--- config.mk ---
export PLATFORM = sky130hd
export DESIGN_NAME = thread_table_scheduler_semaphores_core
export DESIGN_NICKNAME = d
export VERILOG_FILES = /design/src/ttss_pkg.sv /design/src/thread_table_scheduler_semaphores_core.sv /design/src/ttss_cell.sv
export SDC_FILE = /design/constraint.sdc
export NUM_CORES = 1
export LEC_CHECK = 0
export BUFFER_PORTS_ARGS = -buffer_cell sky130_fd_sc_hd__buf_2
export CAP_MARGIN = 20
export CORE_ASPECT_RATIO = 2
export CORE_MARGIN = 4
export CORE_UTILIZATION = 45
export DETAILED_ROUTE_END_ITERATION = 16
export PLACE_DENSITY = 0.61
export SKIP_CTS_REPAIR_TIMING = 1
export SYNTH_ARGS = -nofsm -noshare
export SYNTH_HDL_FRONTEND = slang
export SYNTH_SLANG_ARGS = --single-unit
--- constraint.sdc ---
create_clock -name clk_i -period 5.2 [get_ports clk_i]
set_input_delay 0 -clock clk_i [delete_from_list [all_inputs] [get_ports clk_i]]
set_output_delay 0 -clock clk_i [all_outputs]
set_load 0.1 [all_outputs]
--- src/ttss_pkg.sv ---
`timescale 1ns / 1ps
// ----------------------------------------------------------------------------
// ttss_pkg
// Shared types and sizing for the thread table scheduler with semaphores.
// ----------------------------------------------------------------------------
package ttss_pkg;

  localparam int THREAD_SLOTS = 16;
  localparam int SEM_COUNT    = 16;
  localparam int COUNT_BITS   = 16;

  localparam int SLOT_W     = $clog2(THREAD_SLOTS + 1);
  localparam int SLOT_IDX_W = $clog2(THREAD_SLOTS);
  localparam int SEM_IDX_W  = (SEM_COUNT > 1) ? $clog2(SEM_COUNT) : 1;
  localparam int SEM_ID_W   = 4;

  typedef enum logic [2:0] {
    OP_CREATE   = 3'd0,
    OP_TEARDOWN = 3'd1,
    OP_SCHEDULE = 3'd2,
    OP_INIT_SEM = 3'd3,
    OP_WAIT_SEM = 3'd4,
    OP_POST_SEM = 3'd5
  } op_e;

  typedef enum logic [2:0] {
    ST_OK          = 3'd0,
    ST_TABLE_FULL  = 3'd1,
    ST_SLOT_EMPTY  = 3'd2,
    ST_BLOCKED     = 3'd3,
    ST_NO_RUNNABLE = 3'd4
  } status_e;

  typedef enum logic [3:0] {
    FSM_IDLE = 4'b0001,
    FSM_EXEC = 4'b0010,
    FSM_SCAN = 4'b0100,
    FSM_RESP = 4'b1000
  } fsm_e;

  typedef enum logic [1:0] {
    MATCH_FREE     = 2'd0,
    MATCH_RUNNABLE = 2'd1,
    MATCH_SLEEPER  = 2'd2
  } match_e;

  typedef struct packed {
    logic [2:0]  op;
    logic [4:0]  thread_id;
    logic [3:0]  sem_id;
    logic [15:0] init_value;
  } req_t;

  typedef struct packed {
    logic [2:0] status;
    logic [4:0] result_thread;
    logic [4:0] woken_thread;
  } rsp_t;

  typedef struct packed {
    logic                load;
    logic                run;
    match_e              mode;
    logic [SEM_ID_W-1:0] sem;
  } scan_t;

  typedef struct packed {
    logic                we;
    logic                occupied;
    logic                sleeping;
    logic [SEM_ID_W-1:0] wait_sem;
  } upd_t;

endpackage

--- src/thread_table_scheduler_semaphores_core.sv ---
`timescale 1ns / 1ps
// ----------------------------------------------------------------------------
// thread_table_scheduler_semaphores_core
// Thread table with round-robin scheduler and counting semaphores.
//
// Requests enter on in_req_i (valid/stall) and each one returns exactly one
// response on out_rsp_o (valid/stall), in order. One request is worked on at
// a time; in_stall_o is low only while the block is idle.
// Teardown, semaphore init and wait, a schedule that keeps the current thread
// and undefined ops go from the execute state straight to the response state.
// Create, a post to a valid semaphore and a schedule that must search pass
// through the scan state in between: a token walks the ring of slot cells one
// cell per cycle until the first matching slot, and a full search visits all
// THREAD_SLOTS cells.
// The response register lets the next request start while a response is
// still stalled; the block only waits at its last step if the previous
// response has not been taken.
// Reset empties the table, clears all semaphore counts and leaves no
// current thread; the block accepts requests in the first cycle after reset.
// ----------------------------------------------------------------------------
module thread_table_scheduler_semaphores_core
  import ttss_pkg::*;
(
  input  logic clk_i,
  input  logic rst_ni,
  input  logic in_valid_i,
  output logic in_stall_o,
  input  req_t in_req_i,
  output logic out_valid_o,
  input  logic out_stall_i,
  output rsp_t out_rsp_o
);

  localparam int EXT_W  = SLOT_W + 5;
  localparam int SIDX_W = SEM_IDX_W + SEM_ID_W;

  fsm_e                  state_q, state_d;
  req_t                  req_q;
  rsp_t                  rsp_q, rsp_d;
  rsp_t                  out_q;
  logic                  out_valid_q, out_valid_d;
  logic [SLOT_IDX_W-1:0] step_q, step_d;
  logic [SLOT_W-1:0]     cur_q, cur_d;
  logic [COUNT_BITS-1:0] sem_q [SEM_COUNT];

  logic                  sem_we;
  logic [COUNT_BITS-1:0] sem_wdata;

  scan_t                   scan;
  upd_t                    upd;
  logic [THREAD_SLOTS-1:0] sel_vec, start_vec, tok_vec, hit_vec, occ_vec, slp_vec;

  logic [SIDX_W-1:0]     sid_w;
  logic [SEM_IDX_W-1:0]  sem_idx;
  logic                  sem_ok;
  logic [COUNT_BITS-1:0] cnt;
  logic [EXT_W-1:0]      tid_x, cur_x;
  logic [SLOT_IDX_W-1:0] tid_idx, cur_idx, start_idx, hit_idx;
  logic                  tid_ok, cur_occ, cur_run;
  logic [SLOT_W-1:0]     hit_slot;
  logic                  resp_go;

  // slot ring
  for (genvar g = 0; g < THREAD_SLOTS; g++) begin : g_cell
    ttss_cell u_cell (
      .clk_i      (clk_i),
      .rst_ni     (rst_ni),
      .tok_i      (tok_vec[(g + THREAD_SLOTS - 1) % THREAD_SLOTS]),
      .start_i    (start_vec[g]),
      .scan_i     (scan),
      .sel_i      (sel_vec[g]),
      .upd_i      (upd),
      .tok_o      (tok_vec[g]),
      .hit_o      (hit_vec[g]),
      .occupied_o (occ_vec[g]),
      .sleeping_o (slp_vec[g])
    );
  end

  always_comb begin
    sid_w   = SIDX_W'(req_q.sem_id);
    sem_idx = sid_w[SEM_IDX_W-1:0];
    sem_ok  = sid_w < SIDX_W'(SEM_COUNT);
    cnt     = sem_q[sem_idx];
    tid_x   = EXT_W'(req_q.thread_id) - EXT_W'(1);
    tid_idx = tid_x[SLOT_IDX_W-1:0];
    tid_ok  = (req_q.thread_id != '0) &&
              (EXT_W'(req_q.thread_id) <= EXT_W'(THREAD_SLOTS));
    cur_x   = EXT_W'(cur_q) - EXT_W'(1);
    cur_idx = cur_x[SLOT_IDX_W-1:0];
    cur_occ = (cur_q != '0) && occ_vec[cur_idx];
    cur_run = cur_occ && !slp_vec[cur_idx];
    if (cur_q == '0 || cur_q == SLOT_W'(THREAD_SLOTS)) begin
      start_idx = '0;
    end else begin
      start_idx = cur_q[SLOT_IDX_W-1:0];
    end
  end

  // one-hot hit to slot index
  always_comb begin
    hit_idx = '0;
    for (int i = 0; i < THREAD_SLOTS; i++) begin
      if (hit_vec[i]) begin
        hit_idx = hit_idx | SLOT_IDX_W'(i);
      end
    end
    hit_slot = SLOT_W'(hit_idx) + SLOT_W'(1);
  end

  assign resp_go = !out_valid_q || !out_stall_i;

  always_comb begin
    state_d   = state_q;
    rsp_d     = rsp_q;
    step_d    = step_q;
    cur_d     = cur_q;
    sem_we    = 1'b0;
    sem_wdata = cnt;
    scan      = '0;
    upd       = '0;
    sel_vec   = '0;
    start_vec = '0;
    scan.sem  = req_q.sem_id;
    case (req_q.op)
      OP_SCHEDULE: scan.mode = MATCH_RUNNABLE;
      OP_POST_SEM: scan.mode = MATCH_SLEEPER;
      default:     scan.mode = MATCH_FREE;
    endcase

    case (state_q)
      FSM_IDLE: begin
        if (in_valid_i) begin
          state_d = FSM_EXEC;
        end
      end
      FSM_EXEC: begin
        rsp_d   = '0;
        step_d  = '0;
        state_d = FSM_RESP;
        case (req_q.op)
          OP_CREATE: begin
            scan.load    = 1'b1;
            start_vec[0] = 1'b1;
            state_d      = FSM_SCAN;
          end
          OP_TEARDOWN: begin
            if (tid_ok && occ_vec[tid_idx]) begin
              upd.we           = 1'b1;
              sel_vec[tid_idx] = 1'b1;
            end else begin
              rsp_d.status = ST_SLOT_EMPTY;
            end
          end
          OP_SCHEDULE: begin
            if (cur_run) begin
              rsp_d.result_thread = 5'(cur_q);
            end else begin
              scan.load            = 1'b1;
              start_vec[start_idx] = 1'b1;
              state_d              = FSM_SCAN;
            end
          end
          OP_INIT_SEM: begin
            if (sem_ok) begin
              sem_we    = 1'b1;
              sem_wdata = COUNT_BITS'(req_q.init_value);
            end
          end
          OP_WAIT_SEM: begin
            if (sem_ok) begin
              if (cnt != '0) begin
                sem_we    = 1'b1;
                sem_wdata = cnt - COUNT_BITS'(1);
              end else if (cur_occ) begin
                upd.we           = 1'b1;
                upd.occupied     = 1'b1;
                upd.sleeping     = 1'b1;
                upd.wait_sem     = req_q.sem_id;
                sel_vec[cur_idx] = 1'b1;
                rsp_d.status     = ST_BLOCKED;
              end else begin
                rsp_d.status = ST_SLOT_EMPTY;
              end
            end
          end
          OP_POST_SEM: begin
            if (sem_ok) begin
              sem_we = 1'b1;
              if (cnt != '1) begin
                sem_wdata = cnt + COUNT_BITS'(1);
              end
              scan.load    = 1'b1;
              start_vec[0] = 1'b1;
              state_d      = FSM_SCAN;
            end
          end
          default: ;
        endcase
      end
      FSM_SCAN: begin
        scan.run = 1'b1;
        if (|hit_vec) begin
          state_d = FSM_RESP;
          case (req_q.op)
            OP_CREATE: begin
              upd.we              = 1'b1;
              upd.occupied        = 1'b1;
              sel_vec             = hit_vec;
              rsp_d.result_thread = 5'(hit_slot);
            end
            OP_SCHEDULE: begin
              cur_d               = hit_slot;
              rsp_d.result_thread = 5'(hit_slot);
            end
            default: begin
              upd.we             = 1'b1;
              upd.occupied       = 1'b1;
              sel_vec            = hit_vec;
              rsp_d.woken_thread = 5'(hit_slot);
            end
          endcase
        end else if (step_q == SLOT_IDX_W'(THREAD_SLOTS - 1)) begin
          state_d = FSM_RESP;
          case (req_q.op)
            OP_CREATE:   rsp_d.status = ST_TABLE_FULL;
            OP_SCHEDULE: rsp_d.status = ST_NO_RUNNABLE;
            default:     rsp_d.status = ST_OK;
          endcase
        end else begin
          step_d = step_q + SLOT_IDX_W'(1);
        end
      end
      FSM_RESP: begin
        if (resp_go) begin
          state_d = FSM_IDLE;
        end
      end
      default: state_d = FSM_IDLE;
    endcase
  end

  always_comb begin
    out_valid_d = out_valid_q;
    if (state_q == FSM_RESP && resp_go) begin
      out_valid_d = 1'b1;
    end else if (!out_stall_i) begin
      out_valid_d = 1'b0;
    end
  end

  always_ff @(posedge clk_i or negedge rst_ni) begin
    if (!rst_ni) begin
      state_q     <= FSM_IDLE;
      out_valid_q <= 1'b0;
      step_q      <= '0;
      cur_q       <= '0;
      for (int i = 0; i < SEM_COUNT; i++) begin
        sem_q[i] <= '0;
      end
    end else begin
      state_q     <= state_d;
      out_valid_q <= out_valid_d;
      step_q      <= step_d;
      cur_q       <= cur_d;
      if (sem_we) begin
        sem_q[sem_idx] <= sem_wdata;
      end
    end
  end

  always_ff @(posedge clk_i) begin
    if (state_q == FSM_IDLE && in_valid_i) begin
      req_q <= in_req_i;
    end
    rsp_q <= rsp_d;
    if (state_q == FSM_RESP && resp_go) begin
      out_q <= rsp_q;
    end
  end

  assign in_stall_o  = (state_q != FSM_IDLE);
  assign out_valid_o = out_valid_q;
  assign out_rsp_o   = out_q;

  a_hit_single: assert property (@(posedge clk_i) disable iff (!rst_ni)
    $onehot0(hit_vec))
    else $error("more than one slot matched in one scan step");

  a_token_single: assert property (@(posedge clk_i) disable iff (!rst_ni)
    state_q == FSM_SCAN |-> $onehot(tok_vec))
    else $error("scan token lost or duplicated");

  a_token_idle: assert property (@(posedge clk_i) disable iff (!rst_ni)
    state_q == FSM_IDLE |-> tok_vec == '0)
    else $error("scan token left in ring while idle");

  a_sleep_occupied: assert property (@(posedge clk_i) disable iff (!rst_ni)
    (slp_vec & ~occ_vec) == '0)
    else $error("free slot marked sleeping");

  a_current_range: assert property (@(posedge clk_i) disable iff (!rst_ni)
    cur_q <= SLOT_W'(THREAD_SLOTS))
    else $error("current slot out of range");

endmodule

--- src/ttss_cell.sv ---
`timescale 1ns / 1ps
// ----------------------------------------------------------------------------
// ttss_cell
// One thread slot of the ring: slot state plus a scan token handed to the
// next cell every cycle while a search runs.
// ----------------------------------------------------------------------------
module ttss_cell
  import ttss_pkg::*;
(
  input  logic  clk_i,
  input  logic  rst_ni,
  input  logic  tok_i,
  input  logic  start_i,
  input  scan_t scan_i,
  input  logic  sel_i,
  input  upd_t  upd_i,
  output logic  tok_o,
  output logic  hit_o,
  output logic  occupied_o,
  output logic  sleeping_o
);

  logic                occ_q, occ_d;
  logic                slp_q, slp_d;
  logic [SEM_ID_W-1:0] wsem_q, wsem_d;
  logic                tok_q, tok_d;
  logic                match;

  always_comb begin
    occ_d  = occ_q;
    slp_d  = slp_q;
    wsem_d = wsem_q;
    if (upd_i.we && sel_i) begin
      occ_d  = upd_i.occupied;
      slp_d  = upd_i.sleeping;
      wsem_d = upd_i.wait_sem;
    end
  end

  always_comb begin
    if (scan_i.load) begin
      tok_d = start_i;
    end else if (scan_i.run) begin
      tok_d = tok_i;
    end else begin
      tok_d = 1'b0;
    end
  end

  always_comb begin
    case (scan_i.mode)
      MATCH_FREE:     match = !occ_q;
      MATCH_RUNNABLE: match = occ_q && !slp_q;
      MATCH_SLEEPER:  match = occ_q && slp_q && (wsem_q == scan_i.sem);
      default:        match = 1'b0;
    endcase
  end

  always_ff @(posedge clk_i or negedge rst_ni) begin
    if (!rst_ni) begin
      occ_q  <= 1'b0;
      slp_q  <= 1'b0;
      wsem_q <= '0;
      tok_q  <= 1'b0;
    end else begin
      occ_q  <= occ_d;
      slp_q  <= slp_d;
      wsem_q <= wsem_d;
      tok_q  <= tok_d;
    end
  end

  assign tok_o      = tok_q;
  assign hit_o      = tok_q && scan_i.run && match;
  assign occupied_o = occ_q;
  assign sleeping_o = slp_q;

endmodule
==> results.tsv, run 1 <==
stage	metric	value	unit
run_status	status	finished clean	
synth	adder-cell area share of the yosys netlist	0.851	%
synth	Synth top area share	43.2	%
min_path	worst hold path class	in -> async	
global_routing	initial antenna violation count	0	
place	DP HPWL	51.4	mm
setup_path	worst-path cell chain	buf_12 -> mux4_2 -> a221oi_2 -> ha_1 -> nand3_1 -> a2111oi_4 -> nand4_4 -> nor3_4 -> and4_1 -> a211o_1 -> mux2_2	
clock_network	Num CTS Buffers	41	
clock_network	Root Driver	clkbuf_16	
global_routing	vias in the first global route	17300	
place	Setup WS pre-CTS	282	ps
synth	post-synthesis mux area share	12.4	%
setup_path	CP max-delay cell	edfxtp_1	
clock_network	clk slew on worst S/H paths	70	ps
place	I/O Buffers	46	
routing	DRT Wirelength	71.2	mm
clock_network	maximum clock insertion buffer count	3	
final_layout	nets@finish	2163	
global_routing	grt ovf	0	
routing	drc violations	0	
synth	top post-synthesis cells by count	dfrtp_1, nand2_1, o21ai_0, nor2_1, a21oi_1	
sta	worst hold margin	28.4	ps
clock_network	Sink Count	436	
synth	Simple-Gate Fraction of Synth Area	14.1	%
global_routing	largest net degree at the start of global routing	178	
sta	TNS Setup	0	ps
place	routability cong.	1.01	
routing	Iteration-0 DRC Markers	1221	
synth	Mapped Avg Cell Area	10.8	um2
synth	Cells after Synth	2039	
sta	worst-margin pin slew	1070	ps
synth	predominant post-synthesis flop cell	dfrtp_1	
sta	setup ws final	407	ps
synth	FFs w/ async S/R, synth	87.6	%
synth	Post-Syn Nets	2086	
sta	FMAX	0.209	GHz
clock_network	clk_lat worst skew	560	ps
final_layout	area grow syn2layout	12.7	%
setup_path	Worst Path Arrival	5240	ps
synth	Synth area leaders	dfrtp_1, mux4_2, edfxtp_1	
final_layout	n_diodes	0	
synth	post-synth top area cell	dfrtp_1	
floorplan	core area	48400	um2
final_layout	layout cell share with drive strength beyond 1	19.0	%
clock_network	CTS tree	done	
setup_path	CP peak stage delay	640	ps
power	Worst VDD drop	0.275	mV
sta	Final Hold Fails	0	
routing	DRT Pass-1 Iters	5	
flow_run	max-cap check violation count	0	
setup_path	CP Launch Type	flop	
floorplan	Ports	47	
routing	ANT nets after route	0	
floorplan	Die H	321	um
setup_path	Bufs and invs on worst path	1	
synth	EDFF count, synth	54	
routing	drt wl/cell	25.5	um
power	PD cells	359	nW/um2
synth	Post-Synth XOR/XNOR Area	2.86	%
sta	clk_skew	17.3	ps
synth	library cells used by synthesis	98	
synth	compound-gate portion of the synthesized area	15.0	%
final_layout	final cell utilization of the core	51.4	%
global_routing	global-route wire length before repair	107	mm
power	Final Power	0.00892	W
setup_path	worst-path maximum fanout	37	
synth	#FFs+latches synth	436	
synth	Yosys warnings	0	
synth	largest family of logic cells by synthesized area	compound AO/OA/AOI/OAI gates	
floorplan	Rows	114	
sta	Slew HR	27.9	%
setup_path	Crit Path Category	reg -> reg	
routing	post-DR vias/cell	6.04	
synth	sequential share of the synthesized area	50.7	%
floorplan	Initial Util	45.6	%
global_routing	Tot GR Track Use	27.0	%
clock_network	# H-tree levels	2	
routing	via count	16800	
sta	unrepaired setup endpoints after global routing	false	
synth	top-count cell post-synth	dfrtp_1	
setup_path	endpoint class of the critical path	flop	
sta	final setup violation count	0	
synth	post-synthesis cell area	22000	um2
power	Lkg Pwr	10.5	nW
sta	Final Max Tran Viols	0	
sta	part of the cycle the worst path needs	92.2	%
setup_path	CP delay by family, top	simple AND/OR/NAND/NOR gates	
final_layout	fill cell count	4318	
floorplan	die width	165	um
floorplan	Die Area	52800	um2
setup_path	required time of the critical path	5650	ps
sta	Final min period	4790	ps
-- per-stage QoR --
step	cell area, um2	std cells
2_1_floorplan	22000	2039
3_3_place_gp	23200	2674
3_5_place_dp	23200	2677
4_1_cts	24500	2752
5_1_grt	24900	2786
6_report	24900	2786
-- flip-flops by register name, indices dropped and copies added (netlist names) --
name and cells:
g_cell.u_cell.occupied_o 16, g_cell.u_cell.sleeping_o 16, out_valid_o 1, out_rsp_o 13
step_q 4, sem_idx 4, state_q 4, sem_q 256
cur_q 5, g_cell.u_cell.wsem_q 64, req_q 24, rsp_q 13
g_cell.u_cell.tok_o 16
-- cells in the final DEF (no fill, tap or decap), types with 41 or more instances in the layout --
master,n
dfrtp_1,381
nand2_1,352
o21ai_0,201
buf_4,93
nor2_1,90
a21oi_1,78
mux4_2,74
xnor2_1,67
mux2_2,56
edfxtp_1,54
o21ai_1,51
nand4_1,46
buf_2,45
clkbuf_16,41
-- layer usage --
metal	global-route usage (%)	up-vias	routed length (um)
li1	-	7576	-
met1	27.1	8367	23600
met2	50.3	617	38500
met3	3.60	271	2950
met4	18.8	0	6110
met5	0	-	0
-- report_power, final --
group	switching (W)	internal, W
sequential	0.000195	0.00373
clock	0.00137	0.00163
combinational	0.00132	0.000667
total	0.00289	0.00603
-- worst paths after layout --
path / startpoint / endpoint / slack (ps) / cells after the start
setup / recovery: sem_idx[0] / g_cell[13].u_cell.wsem_q[1] / 410 / 11
hold / removal: rst_ni / g_cell[4].u_cell.wsem_q[2] / 30 / 2
setup reg to reg: sem_idx[0] / g_cell[13].u_cell.wsem_q[1] / 410 / 11
hold reg to reg: rsp_q[8] / out_rsp_o[8] / 420 / 0
max in group asynchronous: rst_ni / sem_q[123] / 3710 / 3
min in group clk_i: in_req_i[13] / req_q[13] / 150 / 2
-- final cells by class --
class / instances / area [um2] / share of cell area (%)
clock inverter: 15 / 139 / 0.559
inverter: 38 / 143 / 0.574
timing repair buffer: 181 / 1440 / 5.81
sequential: 436 / 11200 / 45.0
tap: 638 / 798 / 3.21
clock buffer: 60 / 1170 / 4.70
multi-input combinational: 1418 / 9980 / 40.2
-- cells by family (layout without fill, tap and decap cells) --
logic type | Yosys count | in the layout
xor gates and xnor gates | 72 | 72
AOI/OAI and AO/OA | 514 | 514
muxes | 165 | 165
buffers and inverters | 185 | 294
DFF | 436 | 436
and+or+nand+nor | 652 | 652
adders and majority gates | 15 | 15
Power figures use the tool's default switching activity.
==> run 2, diff against run 1 <==
--- a/config.mk
+++ b/config.mk
@@ -14,2 +14,3 @@
 export PLACE_DENSITY = 0.61
+export SETUP_SLACK_MARGIN = 0.5
 export SKIP_CTS_REPAIR_TIMING = 1
==> constraint.sdc (replaced) <==
create_clock -name clk_i -period 5.2 [get_ports clk_i]
set_input_delay 0.26 -clock clk_i [delete_from_list [all_inputs] [get_ports clk_i]]
set_output_delay 0.26 -clock clk_i [all_outputs]
set_load 0.1 [all_outputs]
==> results.tsv, run 2 (synthesis results as in run 1) <==
stage	metric	value	unit
routing	drt wl/cell	25.6	um
sta	unrepaired setup endpoints after global routing	false	
setup_path	endpoint class of the critical path	flop	
routing	highest metal used	met4	
setup_path	CP Launch Type	flop	
floorplan	Rows	114	
setup_path	Worst Path Arrival	4910	ps
final_layout	Top reg by flops	sem_q	
place	I/O Buffers	46	
routing	post-DR vias/cell	6.03	
final_layout	final cell utilization of the core	51.8	%
clock_network	clk_lat worst skew	570	ps
sta	worst hold margin	-27.3	ps
power	PD cells	363	nW/um2
sta	Final Hold Fails	2	
routing	DRT Wirelength	71.4	mm
final_layout	layout cell share with drive strength beyond 1	19.8	%
final_layout	nets@finish	2171	
run_status	failing checks	negative hold slack	
sta	FMAX	0.224	GHz
routing	met3 WL	2.82	mm
flow_run	max-cap check violation count	0	
final_layout	n_diodes	0	
clock_network	CTS tree	done	
sta	final setup violation count	0	
floorplan	Die Area	52800	um2
floorplan	Initial Util	45.6	%
global_routing	largest net degree at the start of global routing	140	
final_layout	most frequent cells in the layout	dfrtp_1, nand2_1, o21ai_0	
setup_path	CP max-delay cell	mux4_2	
clock_network	Num CTS Buffers	41	
clock_network	# H-tree levels	2	
place	placed cell area	23200	um2
routing	routed length on met1	23.6	mm
sta	Final Max Tran Viols	0	
final_layout	max FFs per register	256	
floorplan	core area	48400	um2
setup_path	required time of the critical path	5650	ps
setup_path	Crit Path Category	reg -> reg	
global_routing	vias in the first global route	17500	
floorplan	die width	165	um
sta	Final min period	4460	ps
routing	drc violations	0	
sta	TNS Setup	0	ps
routing	via count	16800	
setup_path	CP peak stage delay	550	ps
sta	part of the cycle the worst path needs	85.8	%
place	DP HPWL	51.7	mm
global_routing	grt ovf	0	
routing	DRT Pass-1 Iters	5	
global_routing	initial antenna violation count	0	
final_layout	Largest regs	sem_q (256), g_cell.u_cell.wsem_q (64), req_q (24)	
setup_path	worst-path maximum fanout	37	
power	Final Power	0.00908	W
power	Lkg Pwr	10.6	nW
routing	WL met2	38.9	mm
min_path	worst hold path class	in -> reg	
sta	clk_skew	15.3	ps
clock_network	maximum clock insertion buffer count	3	
clock_network	Sink Count	436	
final_layout	Non-Filler Instances	2793	
setup_path	worst-path cell chain	buf_4 -> buf_12 -> mux4_2 -> a221oi_2 -> ha_1 -> nand3_1 -> a2111oi_4 -> and4_1 -> and3_1 -> nand2_1 -> o211ai_2 -> mux2_2	
clock_network	clk slew on worst S/H paths	60	ps
place	routability cong.	1.00	
final_layout	area grow syn2layout	13.6	%
global_routing	Tot GR Track Use	27.3	%
floorplan	Die H	321	um
final_layout	final instance area	25000	um2
floorplan	Ports	47	
place	placed cells	2677	
global_routing	global-route wire length before repair	107	mm
routing	ANT nets after route	0	
power	Worst VDD drop	0.222	mV
run_status	status	complete, but fails checks	
sta	Slew HR	27.2	%
routing	Iteration-0 DRC Markers	1258	
final_layout	commonest non-fill, non-tap cell in the layout	dfrtp_1	
clock_network	Root Driver	clkbuf_16	
sta	worst-margin pin slew	1090	ps
-- run 2: critical path: cells and delay by family, from the launching register on --
kind | cells | cell delay, ps
AO/OA/AOI/OAI | 3 | 1410
AND/OR/NAND/NOR | 4 | 940
multiplexers | 2 | 930
buffers and inverters | 2 | 460
flip-flops | 1 | 340
adder cells (fa/ha/maj) | 1 | 240
-- run 2: stage by stage --
| step | hold slack (ps) | setup slack (ps) |
|---|---|---|
| 3_5_place_dp | 384 | 387 |
| 6_report | -27.3 | 738 |
| 2_1_floorplan | -35.6 | 1210 |
| 4_1_cts | -219 | 349 |
| 3_3_place_gp | 377 | 233 |
| 5_1_grt | 0.322 | 528 |
-- run 2: final cells by class --
class | count | area (um2)
inverter | 38 | 143
tap | 638 | 798
fill | 4252 | 23300
sequential | 436 | 11200
multi-input combinational | 1418 | 9980
timing repair buffer | 189 | 1560
clock inverter | 21 | 216
clock buffer | 53 | 1160
-- run 2: per-layer routing --
layer  vias to the layer above  GRT usage, %
li1                       7591             -
met1                      8370          27.4
met3                       288          3.76
met5                         -             0
met2                       582          50.8
met4                         0          18.9
-- run 2: final timing paths --
check	startpoint	endpoint	slack, ps	cells after the start
min in group asynchronous	rst_ni	g_cell[4].u_cell.wsem_q[2]	350	2
setup reg to reg	sem_idx[0]	g_cell[2].u_cell.wsem_q[0]	740	12
hold / removal	in_valid_i	state_q[1]	-30	3
max in group asynchronous	rst_ni	sem_q[190]	3530	3
hold reg to reg	rsp_q[3]	out_rsp_o[3]	420	0
setup / recovery	sem_idx[0]	g_cell[2].u_cell.wsem_q[0]	740	12
-- run 2: power by group --
group / switching [W] / internal (W)
Combinational: 0.00134 / 0.000688
Sequential: 0.000177 / 0.00373
Clock: 0.00139 / 0.00175
Total: 0.00291 / 0.00617
